===== src/hw/rtl/cre_pkg.sv =====
`default_nettype none

package cre_pkg;

   localparam logic [7:0] LOWER_FIRST = 8'h61;
   localparam logic [7:0] LOWER_LAST  = 8'h7A;
   localparam logic [7:0] DIGIT_FIRST = 8'h30;
   localparam logic [7:0] DIGIT_LAST  = 8'h39;
   localparam logic [7:0] DASH        = 8'h2D;

   // character class, also used as the open range mode
   typedef enum logic [1:0] {
      CLS_NONE  = 2'd0,
      CLS_LOWER = 2'd1,
      CLS_DIGIT = 2'd2
   } char_class_type;

   // what deciding one text position produces
   typedef enum logic [1:0] {
      DEC_NONE   = 2'd0,
      DEC_SINGLE = 2'd1,
      DEC_RANGE  = 2'd2
   } dec_kind_type;

   typedef enum logic [1:0] {
      ST_IDLE   = 2'd0,
      ST_DECIDE = 2'd1,
      ST_EXPAND = 2'd2,
      ST_CLOSE  = 2'd3
   } cre_state_type;

   typedef struct packed {
      logic load;
      logic decide;
      logic expand;
      logic close;
   } cre_cmd_type;

   typedef struct packed {
      logic         needs_work;
      dec_kind_type kind;
      logic         can_put;
      logic         can_close;
      logic         pos_last;
      logic         expand_done;
   } cre_status_type;

   function automatic char_class_type class_of(input logic [7:0] c);
      char_class_type k;
      if (c >= LOWER_FIRST && c <= LOWER_LAST) begin
         k = CLS_LOWER;
      end else if (c >= DIGIT_FIRST && c <= DIGIT_LAST) begin
         k = CLS_DIGIT;
      end else begin
         k = CLS_NONE;
      end
      return k;
   endfunction

endpackage

`default_nettype wire


===== src/hw/rtl/cre_channels.sv =====
`default_nettype none

interface cre_req_if;
   logic       valid;
   logic       ready;
   logic [7:0] in_byte;
   logic       in_final;

   modport source (output valid, output in_byte, output in_final, input ready);
   modport sink   (input valid, input in_byte, input in_final, output ready);
endinterface

interface cre_rsp_if;
   logic       valid;
   logic       ready;
   logic [7:0] out_byte;
   logic       run_end;
   logic       text_end;

   modport source (output valid, output out_byte, output run_end, output text_end,
                   input ready);
   modport sink   (input valid, input out_byte, input run_end, input text_end,
                   output ready);
endinterface

`default_nettype wire


===== src/hw/rtl/cre_ctrl.sv =====
`default_nettype none

module cre_ctrl (
   input  wire logic                    clock,
   input  wire logic                    reset,
   input  wire logic                    req_valid,
   output      logic                    req_ready,
   input  wire cre_pkg::cre_status_type status,
   output      cre_pkg::cre_cmd_type    cmd
);
   import cre_pkg::*;

   cre_state_type state_ff;
   cre_state_type state_in;
   logic          decide_go;

   assign decide_go = (status.kind != DEC_SINGLE) || status.can_put;

   always_ff @(posedge clock) begin
      if (reset) begin
         state_ff <= ST_IDLE;
      end else begin
         state_ff <= state_in;
      end
   end

   // next state
   always_comb begin
      state_in = state_ff;
      unique case (state_ff)
         ST_IDLE: begin
            if (req_valid && status.needs_work) begin
               state_in = ST_DECIDE;
            end
         end
         ST_DECIDE: begin
            if (decide_go) begin
               if (status.kind == DEC_RANGE) begin
                  state_in = ST_EXPAND;
               end else if (status.pos_last) begin
                  state_in = ST_CLOSE;
               end
            end
         end
         ST_EXPAND: begin
            if (status.can_put && status.expand_done) begin
               state_in = status.pos_last ? ST_CLOSE : ST_DECIDE;
            end
         end
         ST_CLOSE: begin
            if (status.can_close) begin
               state_in = ST_IDLE;
            end
         end
         default: state_in = ST_IDLE;
      endcase
   end

   // commands
   always_comb begin
      cmd       = '0;
      req_ready = 1'b0;
      unique case (state_ff)
         ST_IDLE: begin
            req_ready = 1'b1;
            cmd.load  = req_valid;
         end
         ST_DECIDE: cmd.decide = decide_go;
         ST_EXPAND: cmd.expand = status.can_put;
         ST_CLOSE:  cmd.close  = status.can_close;
         default: ;
      endcase
   end

endmodule

`default_nettype wire


===== src/hw/rtl/cre_datapath.sv =====
`default_nettype none

module cre_datapath (
   input  wire logic                    clock,
   input  wire logic                    reset,
   input  wire logic [7:0]              in_byte,
   input  wire logic                    in_final,
   input  wire logic                    rsp_ready,
   output      logic                    rsp_valid,
   output      logic [7:0]              out_byte,
   output      logic                    run_end,
   output      logic                    text_end,
   input  wire cre_pkg::cre_cmd_type    cmd,
   output      cre_pkg::cre_status_type status
);
   import cre_pkg::*;

   // lookahead window and range state
   logic [7:0]     win0_ff, win0_in, win1_ff, win1_in;
   logic [1:0]     fill_ff, fill_in;
   char_class_type mode_ff, mode_in;
   logic [7:0]     low_ff, low_in, high_ff, high_in;
   logic           skip_ff, skip_in;

   // positions of the current item
   logic [7:0]     seq0_ff, seq0_in, seq1_ff, seq1_in, seq2_ff, seq2_in;
   logic [1:0]     cnt_ff, cnt_in;
   logic [1:0]     pos_ff, pos_in;
   logic [1:0]     last_ff, last_in;
   logic           fin_ff, fin_in;
   logic [7:0]     emit_ff, emit_in;

   // one byte held back so that the run end can be marked
   logic           hold_valid_ff, hold_valid_in;
   logic [7:0]     hold_ff, hold_in;

   logic           rsp_valid_ff, rsp_valid_in;
   logic [7:0]     rsp_byte_ff, rsp_byte_in;
   logic           rsp_run_ff, rsp_run_in;
   logic           rsp_text_ff, rsp_text_in;

   logic [7:0]     c0, c1, c2;
   char_class_type cls0, cls2;
   logic           dash1;
   logic [7:0]     new_low, new_high;
   dec_kind_type   kind;
   logic           out_free;
   logic           put_en;
   logic [7:0]     put_byte;

   // current position and its two lookahead bytes, zero past the end
   always_comb begin
      c0 = '0;
      c1 = '0;
      c2 = '0;
      case (pos_ff)
         2'd0: begin
            c0 = seq0_ff;
            c1 = (cnt_ff > 2'd1) ? seq1_ff : 8'd0;
            c2 = (cnt_ff > 2'd2) ? seq2_ff : 8'd0;
         end
         2'd1: begin
            c0 = seq1_ff;
            c1 = (cnt_ff > 2'd2) ? seq2_ff : 8'd0;
         end
         2'd2: c0 = seq2_ff;
         default: ;
      endcase
   end

   assign cls0     = class_of(c0);
   assign cls2     = class_of(c2);
   assign dash1    = (c1 == DASH);
   assign new_low  = (c0 < low_ff) ? c0 : low_ff;
   assign new_high = (c0 > high_ff) ? c0 : high_ff;

   always_comb begin
      if (skip_ff) begin
         kind = DEC_NONE;
      end else if (mode_ff == CLS_NONE) begin
         kind = (cls0 != CLS_NONE && dash1 && cls2 == cls0) ? DEC_NONE : DEC_SINGLE;
      end else begin
         kind = (dash1 && cls2 == mode_ff) ? DEC_NONE : DEC_RANGE;
      end
   end

   assign out_free = !rsp_valid_ff || rsp_ready;
   assign put_en   = (cmd.decide && kind == DEC_SINGLE) || cmd.expand;
   assign put_byte = cmd.expand ? emit_ff : c0;

   always_comb begin
      status.needs_work  = in_final || (fill_ff == 2'd2);
      status.kind        = kind;
      status.can_put     = !hold_valid_ff || out_free;
      status.can_close   = !hold_valid_ff || out_free;
      status.pos_last    = (pos_ff == last_ff);
      status.expand_done = (emit_ff == high_ff);
   end

   always_comb begin
      win0_in  = win0_ff;
      win1_in  = win1_ff;
      fill_in  = fill_ff;
      mode_in  = mode_ff;
      low_in   = low_ff;
      high_in  = high_ff;
      skip_in  = skip_ff;
      seq0_in  = seq0_ff;
      seq1_in  = seq1_ff;
      seq2_in  = seq2_ff;
      cnt_in   = cnt_ff;
      pos_in   = pos_ff;
      last_in  = last_ff;
      fin_in   = fin_ff;
      emit_in  = emit_ff;

      if (cmd.load) begin
         pos_in = 2'd0;
         fin_in = in_final;
         if (!in_final) begin
            if (fill_ff == 2'd0) begin
               win0_in = in_byte;
               fill_in = 2'd1;
            end else if (fill_ff == 2'd1) begin
               win1_in = in_byte;
               fill_in = 2'd2;
            end else begin
               seq0_in = win0_ff;
               seq1_in = win1_ff;
               seq2_in = in_byte;
               cnt_in  = 2'd3;
               last_in = 2'd0;
               win0_in = win1_ff;
               win1_in = in_byte;
            end
         end else begin
            // flush everything pending, window starts over
            case (fill_ff)
               2'd0: begin
                  seq0_in = in_byte;
                  cnt_in  = 2'd1;
                  last_in = 2'd0;
               end
               2'd1: begin
                  seq0_in = win0_ff;
                  seq1_in = in_byte;
                  cnt_in  = 2'd2;
                  last_in = 2'd1;
               end
               default: begin
                  seq0_in = win0_ff;
                  seq1_in = win1_ff;
                  seq2_in = in_byte;
                  cnt_in  = 2'd3;
                  last_in = 2'd2;
               end
            endcase
            win0_in = '0;
            win1_in = '0;
            fill_in = '0;
         end
      end

      if (cmd.decide) begin
         if (skip_ff) begin
            skip_in = 1'b0;
         end else if (mode_ff == CLS_NONE) begin
            if (kind == DEC_NONE) begin
               low_in  = c0;
               high_in = c0;
               mode_in = cls0;
               skip_in = 1'b1;
            end
         end else begin
            low_in  = new_low;
            high_in = new_high;
            if (kind == DEC_NONE) begin
               skip_in = 1'b1;
            end else begin
               mode_in = CLS_NONE;
               emit_in = new_low;
            end
         end
         if (kind != DEC_RANGE) begin
            pos_in = pos_ff + 2'd1;
         end
      end

      if (cmd.expand) begin
         emit_in = emit_ff + 8'd1;
         if (emit_ff == high_ff) begin
            pos_in = pos_ff + 2'd1;
         end
      end

      if (cmd.close && fin_ff) begin
         mode_in = CLS_NONE;
         low_in  = '0;
         high_in = '0;
         skip_in = 1'b0;
      end
   end

   // hold stage and output register
   always_comb begin
      hold_valid_in = hold_valid_ff;
      hold_in       = hold_ff;
      rsp_byte_in   = rsp_byte_ff;
      rsp_run_in    = rsp_run_ff;
      rsp_text_in   = rsp_text_ff;
      rsp_valid_in  = rsp_valid_ff && !rsp_ready;

      if (put_en) begin
         hold_valid_in = 1'b1;
         hold_in       = put_byte;
         if (hold_valid_ff) begin
            rsp_valid_in = 1'b1;
            rsp_byte_in  = hold_ff;
            rsp_run_in   = 1'b0;
            rsp_text_in  = 1'b0;
         end
      end else if (cmd.close && hold_valid_ff) begin
         hold_valid_in = 1'b0;
         rsp_valid_in  = 1'b1;
         rsp_byte_in   = hold_ff;
         rsp_run_in    = 1'b1;
         rsp_text_in   = fin_ff;
      end
   end

   always_ff @(posedge clock) begin
      if (reset) begin
         win0_ff       <= '0;
         win1_ff       <= '0;
         fill_ff       <= '0;
         mode_ff       <= CLS_NONE;
         low_ff        <= '0;
         high_ff       <= '0;
         skip_ff       <= 1'b0;
         hold_valid_ff <= 1'b0;
         rsp_valid_ff  <= 1'b0;
      end else begin
         win0_ff       <= win0_in;
         win1_ff       <= win1_in;
         fill_ff       <= fill_in;
         mode_ff       <= mode_in;
         low_ff        <= low_in;
         high_ff       <= high_in;
         skip_ff       <= skip_in;
         hold_valid_ff <= hold_valid_in;
         rsp_valid_ff  <= rsp_valid_in;
      end
   end

   always_ff @(posedge clock) begin
      seq0_ff     <= seq0_in;
      seq1_ff     <= seq1_in;
      seq2_ff     <= seq2_in;
      cnt_ff      <= cnt_in;
      pos_ff      <= pos_in;
      last_ff     <= last_in;
      fin_ff      <= fin_in;
      emit_ff     <= emit_in;
      hold_ff     <= hold_in;
      rsp_byte_ff <= rsp_byte_in;
      rsp_run_ff  <= rsp_run_in;
      rsp_text_ff <= rsp_text_in;
   end

   assign rsp_valid = rsp_valid_ff;
   assign out_byte  = rsp_byte_ff;
   assign run_end   = rsp_run_ff;
   assign text_end  = rsp_text_ff;

endmodule

`default_nettype wire


===== src/hw/rtl/char_range_expander.sv =====
// character range expander
// req_ch carries one text byte per beat (in_byte, in_final); rsp_ch carries
// the expanded bytes (out_byte, run_end, text_end). a beat moves when valid
// and ready are both high.
// a byte is decided only once the two bytes after it have arrived, so the
// first two bytes of a text only fill the window and give no result.
// in_final flushes the window and ends the text.
// per accepted beat that needs work: the beat is accepted, each position is
// decided, each byte of an expanded range (up to 26) is put out, and the
// beat is closed; a new beat is accepted only after the previous one has
// closed, and the last byte of a beat reaches rsp_ch in the cycle after its
// closing step. the controller walks positions and range bytes one at a
// time through a single hold stage.
// req_ch.ready is high only between beats; results go through a hold byte
// and an output register, so a stalled receiver freezes the walk in place
// and nothing is lost or repeated.
// reset (synchronous, active high) empties the window, closes any open
// range and drops whatever result was waiting.
`default_nettype none

module char_range_expander (
   input  wire logic clock,
   input  wire logic reset,
   cre_req_if.sink   req_ch,
   cre_rsp_if.source rsp_ch
);
   import cre_pkg::*;

   cre_cmd_type    cmd;
   cre_status_type status;

   // controller: sequences load, decide, expand and close
   cre_ctrl u_ctrl (
      .clock     (clock),
      .reset     (reset),
      .req_valid (req_ch.valid),
      .req_ready (req_ch.ready),
      .status    (status),
      .cmd       (cmd)
   );

   // datapath: window, range bounds, hold byte and output register
   cre_datapath u_datapath (
      .clock     (clock),
      .reset     (reset),
      .in_byte   (req_ch.in_byte),
      .in_final  (req_ch.in_final),
      .rsp_ready (rsp_ch.ready),
      .rsp_valid (rsp_ch.valid),
      .out_byte  (rsp_ch.out_byte),
      .run_end   (rsp_ch.run_end),
      .text_end  (rsp_ch.text_end),
      .cmd       (cmd),
      .status    (status)
   );

endmodule

`default_nettype wire


===== src/flat_wrapper.sv =====
// flat-port wrapper written by rule: the top's interface ports become plain ports
module char_range_expander_flat import cre_pkg::*;
  (clock, reset, req_ch_valid, req_ch_in_byte, req_ch_in_final, req_ch_ready, rsp_ch_valid, rsp_ch_out_byte, rsp_ch_run_end, rsp_ch_text_end, rsp_ch_ready);
  cre_req_if req_ch_i ();
  cre_rsp_if rsp_ch_i ();
  input  wire logic clock;
  input  wire logic reset;
  input wire logic [$bits(req_ch_i.valid)-1:0] req_ch_valid;
  input wire logic [$bits(req_ch_i.in_byte)-1:0] req_ch_in_byte;
  input wire logic [$bits(req_ch_i.in_final)-1:0] req_ch_in_final;
  output wire logic [$bits(req_ch_i.ready)-1:0] req_ch_ready;
  output wire logic [$bits(rsp_ch_i.valid)-1:0] rsp_ch_valid;
  output wire logic [$bits(rsp_ch_i.out_byte)-1:0] rsp_ch_out_byte;
  output wire logic [$bits(rsp_ch_i.run_end)-1:0] rsp_ch_run_end;
  output wire logic [$bits(rsp_ch_i.text_end)-1:0] rsp_ch_text_end;
  input wire logic [$bits(rsp_ch_i.ready)-1:0] rsp_ch_ready;
  assign req_ch_i.valid = req_ch_valid;
  assign req_ch_i.in_byte = req_ch_in_byte;
  assign req_ch_i.in_final = req_ch_in_final;
  assign req_ch_ready = req_ch_i.ready;
  assign rsp_ch_valid = rsp_ch_i.valid;
  assign rsp_ch_out_byte = rsp_ch_i.out_byte;
  assign rsp_ch_run_end = rsp_ch_i.run_end;
  assign rsp_ch_text_end = rsp_ch_i.text_end;
  assign rsp_ch_i.ready = rsp_ch_ready;
  char_range_expander u_core (.clock(clock), .reset(reset), .req_ch(req_ch_i), .rsp_ch(rsp_ch_i));
endmodule

===== config.mk =====
export PLATFORM = sky130hd
export DESIGN_NAME = char_range_expander_flat
export DESIGN_NICKNAME = d
export VERILOG_FILES = /design/src/hw/rtl/cre_pkg.sv /design/src/hw/rtl/cre_channels.sv /design/src/hw/rtl/cre_ctrl.sv /design/src/hw/rtl/cre_datapath.sv /design/src/hw/rtl/char_range_expander.sv /design/src/flat_wrapper.sv
export SDC_FILE = /design/constraint.sdc
export NUM_CORES = 1
export LEC_CHECK = 0
export ABC_AREA = 1
export BUFFER_PORTS_ARGS = -buffer_cell sky130_fd_sc_hd__buf_2
export CELL_PAD_IN_SITES_DETAIL_PLACEMENT = 1
export CELL_PAD_IN_SITES_GLOBAL_PLACEMENT = 2
export CORE_UTILIZATION = 25
export DETAILED_ROUTE_END_ITERATION = 6
export PLACE_DENSITY_LB_ADDON = 0.1
export SLEW_MARGIN = 5
export SYNTH_ARGS = -nofsm -noshare
export SYNTH_HDL_FRONTEND = slang
export SYNTH_HIERARCHICAL = 1
export SYNTH_SLANG_ARGS = --single-unit

===== constraint.sdc =====
create_clock -name clock -period 3.9 [get_ports clock]
set_input_delay 0.78 -clock clock [delete_from_list [all_inputs] [get_ports clock]]
set_output_delay 0.78 -clock clock [all_outputs]
set_load 0.01 [all_outputs]

==> reports/metrics.cfg <==
[outcome]
status = complete, no violations

[die]
initial_utilization_pct = 25.7
num_io_pins = 25
die_w_microns = 150
dieArea_sq_um = 22400
rows = 53
core_sq_um = 21200
die_y_microns = 150

[sta]
slew_headroom_pct = 25.9
period_minus_slack_ns = 3.46
report.final.slew_viol_count = 0
tightest_slew_ns = 1.11
max_freq_ghz = 0.289
finalCritPeriodShare_pct = 88.7
worst_slack_ns = 0.440
hold_viol = 0
setup_tns_ns = 0
fin_skew_ns = 0.0113
finalSetupViolCount = 0
rsz0062_at_grt = false

[logic_synthesis]
synth_top_area_share_pct = 30.3
yosys.cell_types.count = 37
synth_fp_nets = 738
async_flop_share_pct = 0
syn_area_sq_um = 5450
netlist_top_cells_area = edfxtp_1 (30%), dfxtp_1 (16%), nand2_1 (12%)
synth_edf_count = 55
seq_area_frac_synth_pct = 46.1
syn_area_per_cell_sq_um = 7.74
synth_top_area_cell = edfxtp_1
synth_cells = 705
yosys_warnings = 6
ys.flop_type = edfxtp_1
synth-seq-cells = 98

[route]
vias_per_cell = 4.58
drc = 0
drt_iter0_drc = 238
wl_met2_microns = 6970
drt-total-wl_microns = 17000
route.met3.wl_microns = 536
wl_per_cell_microns = 16.8
highest_layer = met4
final_antenna_net_count = 0
firstDrtPassIters = 4
met1Wirelength_microns = 9290
via_count = 4641

[critical_path]
end_kind = register
path_common_cell = nand2_1
cp_slowest_cell = dfxtp_1
path_delay_family = simple AND/OR/NAND/NOR gates
cp.buffers_inverters = 5
path_max_fanout = 13
crit_chain = inv_1 > ha_1 > nand2_1 > nand3_1 > nand2_1 > nand2_1 > nor2_2 > nand2_1 > nand2_1 > nand2_1 > inv_1 > nand3_2 > nand2_4 > inv_1 > nand3_1 > nand2_1 > inv_1 > nand3_1 > nand3_1 > nand2_1 > inv_1
critPathMaxStageDelay_ns = 0.42
cp.arrival_ns = 3.45
crit_required_ns = 3.89
path_class = register to register
reg2reg_slack_ns = 0.44
start_kind = register

[final_layout]
layout_commonest_cell = nand2_1
diodes = 0
layout_common_cells = nand2_1 (174), inv_1 (102), nor2_1 (67), o21ai_0 (61), edfxtp_1 (55)
syn_to_final_growth_pct = 14.1
final_area_sq_um = 6220
drive_above_1_share_pct = 11.0
fin_nets = 766

[clock_network]
clk_latency_ns = 0.36
cts_tree = yes
path_clk_slew_ns = 0.07
clock_path_buffers = 2
htree_levels = 3
cts_buffers = 9
cts-root-buf = clkbuf_16
cts.sinks = 98
post-cts-setup-buffers = 0

[grt]
grt_max_degree = 33
grt_pass1_wl_microns = 27200
grt_remaining_overflow = 0
grt_usage_pct = 16.3
grt_pass1_vias = 4692
antenna_found_initial = 0

[pwr]
switching_share_pct = 41.4
pwr_density_cell_nw_per_um2 = 681
clkPwrFrac_pct = 22.1
p_sw_uw = 1750
p_leak_uw = 0.00258
comb_power_share_pct = 41.7
ir_drop_mv = 0.223
p_int_uw = 2480
pwr-share-seq_pct = 36.2

[job]
max_cap_viol_count = 0

[placement]
port_buffers = 24
placed_area_sq_um = 5910
gp_congestion = 0.790
dpl_worst_slack_ns = 0.326
hpwl_microns = 13300

[hold_path]
min_path_type = register to register

## state kept, by name, indices dropped and copies added, names as in the netlist, 2 cells and up
register / count
u_core/u_datapath/high_ff: 8
u_core/u_datapath/win0_ff: 8
u_core/u_datapath/mode_ff: 2
u_core/u_datapath/seq0_ff: 8
u_core/u_datapath/pos_ff: 2
u_core/u_datapath/emit_ff: 8
u_core/u_datapath/hold_ff: 8
u_core/u_datapath/seq1_ff: 8
u_core/u_ctrl/state_ff: 2
u_core/u_datapath/cnt_ff: 2
u_core/u_datapath/low_ff: 8
u_core/u_datapath/seq2_ff: 8
u_core/u_datapath/out_byte: 8
u_core/u_datapath/win1_ff: 8
u_core/u_datapath/fill_ff: 2
u_core/u_datapath/last_ff: 2
## synth_stat cells (4+ instances only)
cell / number
a211oi_1: 4
a21oi_1: 39
a221oi_1: 8
buf_6: 4
clkbuf_1: 13
dfxtp_1: 43
edfxtp_1: 55
ha_1: 20
inv_1: 102
nand2_1: 174
nand3_1: 44
nand3_2: 5
nand4_1: 10
nor2_1: 69
nor2_2: 6
o21ai_0: 61
o21ai_1: 4
xnor2_1: 7
xor2_1: 7
## area by class of cell
type / count / area [sq um]
clock buffers: 10 / 229
clock inverters: 6 / 72.6
fillers: 2588 / 15000
inverters: 108 / 408
multi-input cells: 477 / 2430
flip-flops and latches: 98 / 2510
well taps: 275 / 344
repair buffers: 39 / 233
## per-layer routing
metal / vias up / GRT usage, %
met2: 56 / 23.8
met4: 0 / 4.39
met1: 2223 / 24.7
met5: - / 0
met3: 11 / 2.56
li1: 2351 / -
## worst reg2reg max path: cells and delay by family, from the launching register on
family                   cells  cell delay (ns)
AND/OR/NAND/NOR             15             1.62
flip-flops                   1             0.42
buffers and inverters        5             0.70
adder cells (fa/ha/maj)      1             0.35
## per-stage QoR
stage / cells / util, % / hold WS, ns / total power [uW]
3_3_place_gp: 997 / 27.9 / 0.407 / 3300
5_1_grt: 1013 / 29.3 / 0.434 / 4580
6_report: 1013 / 29.3 / 0.423 / 4240
4_1_cts: 1013 / 29.3 / 0.426 / 4290
2_1_floorplan: 705 / - / 0.400 / 2640
3_5_place_dp: 997 / 27.9 / 0.410 / 3330
## kinds of logic (layout without fill, tap and decap cells)
family	Yosys count	in the layout	share of synthesized area (%)
simple gates	322	322	25.3
buf+inv	130	163	9.68
compound gates	121	121	12.1
flops	98	98	46.1
fa+ha+maj	20	20	4.59
xor+xnor	14	14	2.25
## power groups by stage
stage          sequential (uW)  combinational, uW  clock [uW]
4_1_cts                   1540               1780         977
3_5_place_dp              1560               1770           0
2_1_floorplan             1530               1120           0
3_3_place_gp              1560               1750           0
6_report                  1530               1770         938
5_1_grt                   1570               2010        1010
## timing repair
action,in CTS,in global routing
endpoints found under the setup margin,0,27
gates resized for setup,0,3
hold buffers,0,0
## final timing paths
kind                                                    from                       endpoint  depth (start not counted)
worst max-delay path             u_core/u_datapath/pos_ff[1]  u_core/u_datapath/out_byte[6]                         21
worst min-delay path            u_core/u_datapath/hold_ff[3]  u_core/u_datapath/out_byte[3]                          0
worst max register to register   u_core/u_datapath/pos_ff[1]  u_core/u_datapath/out_byte[6]                         21
worst min register to register  u_core/u_datapath/hold_ff[3]  u_core/u_datapath/out_byte[3]                          0
Note: power is estimated with default switching activity, not from simulation.
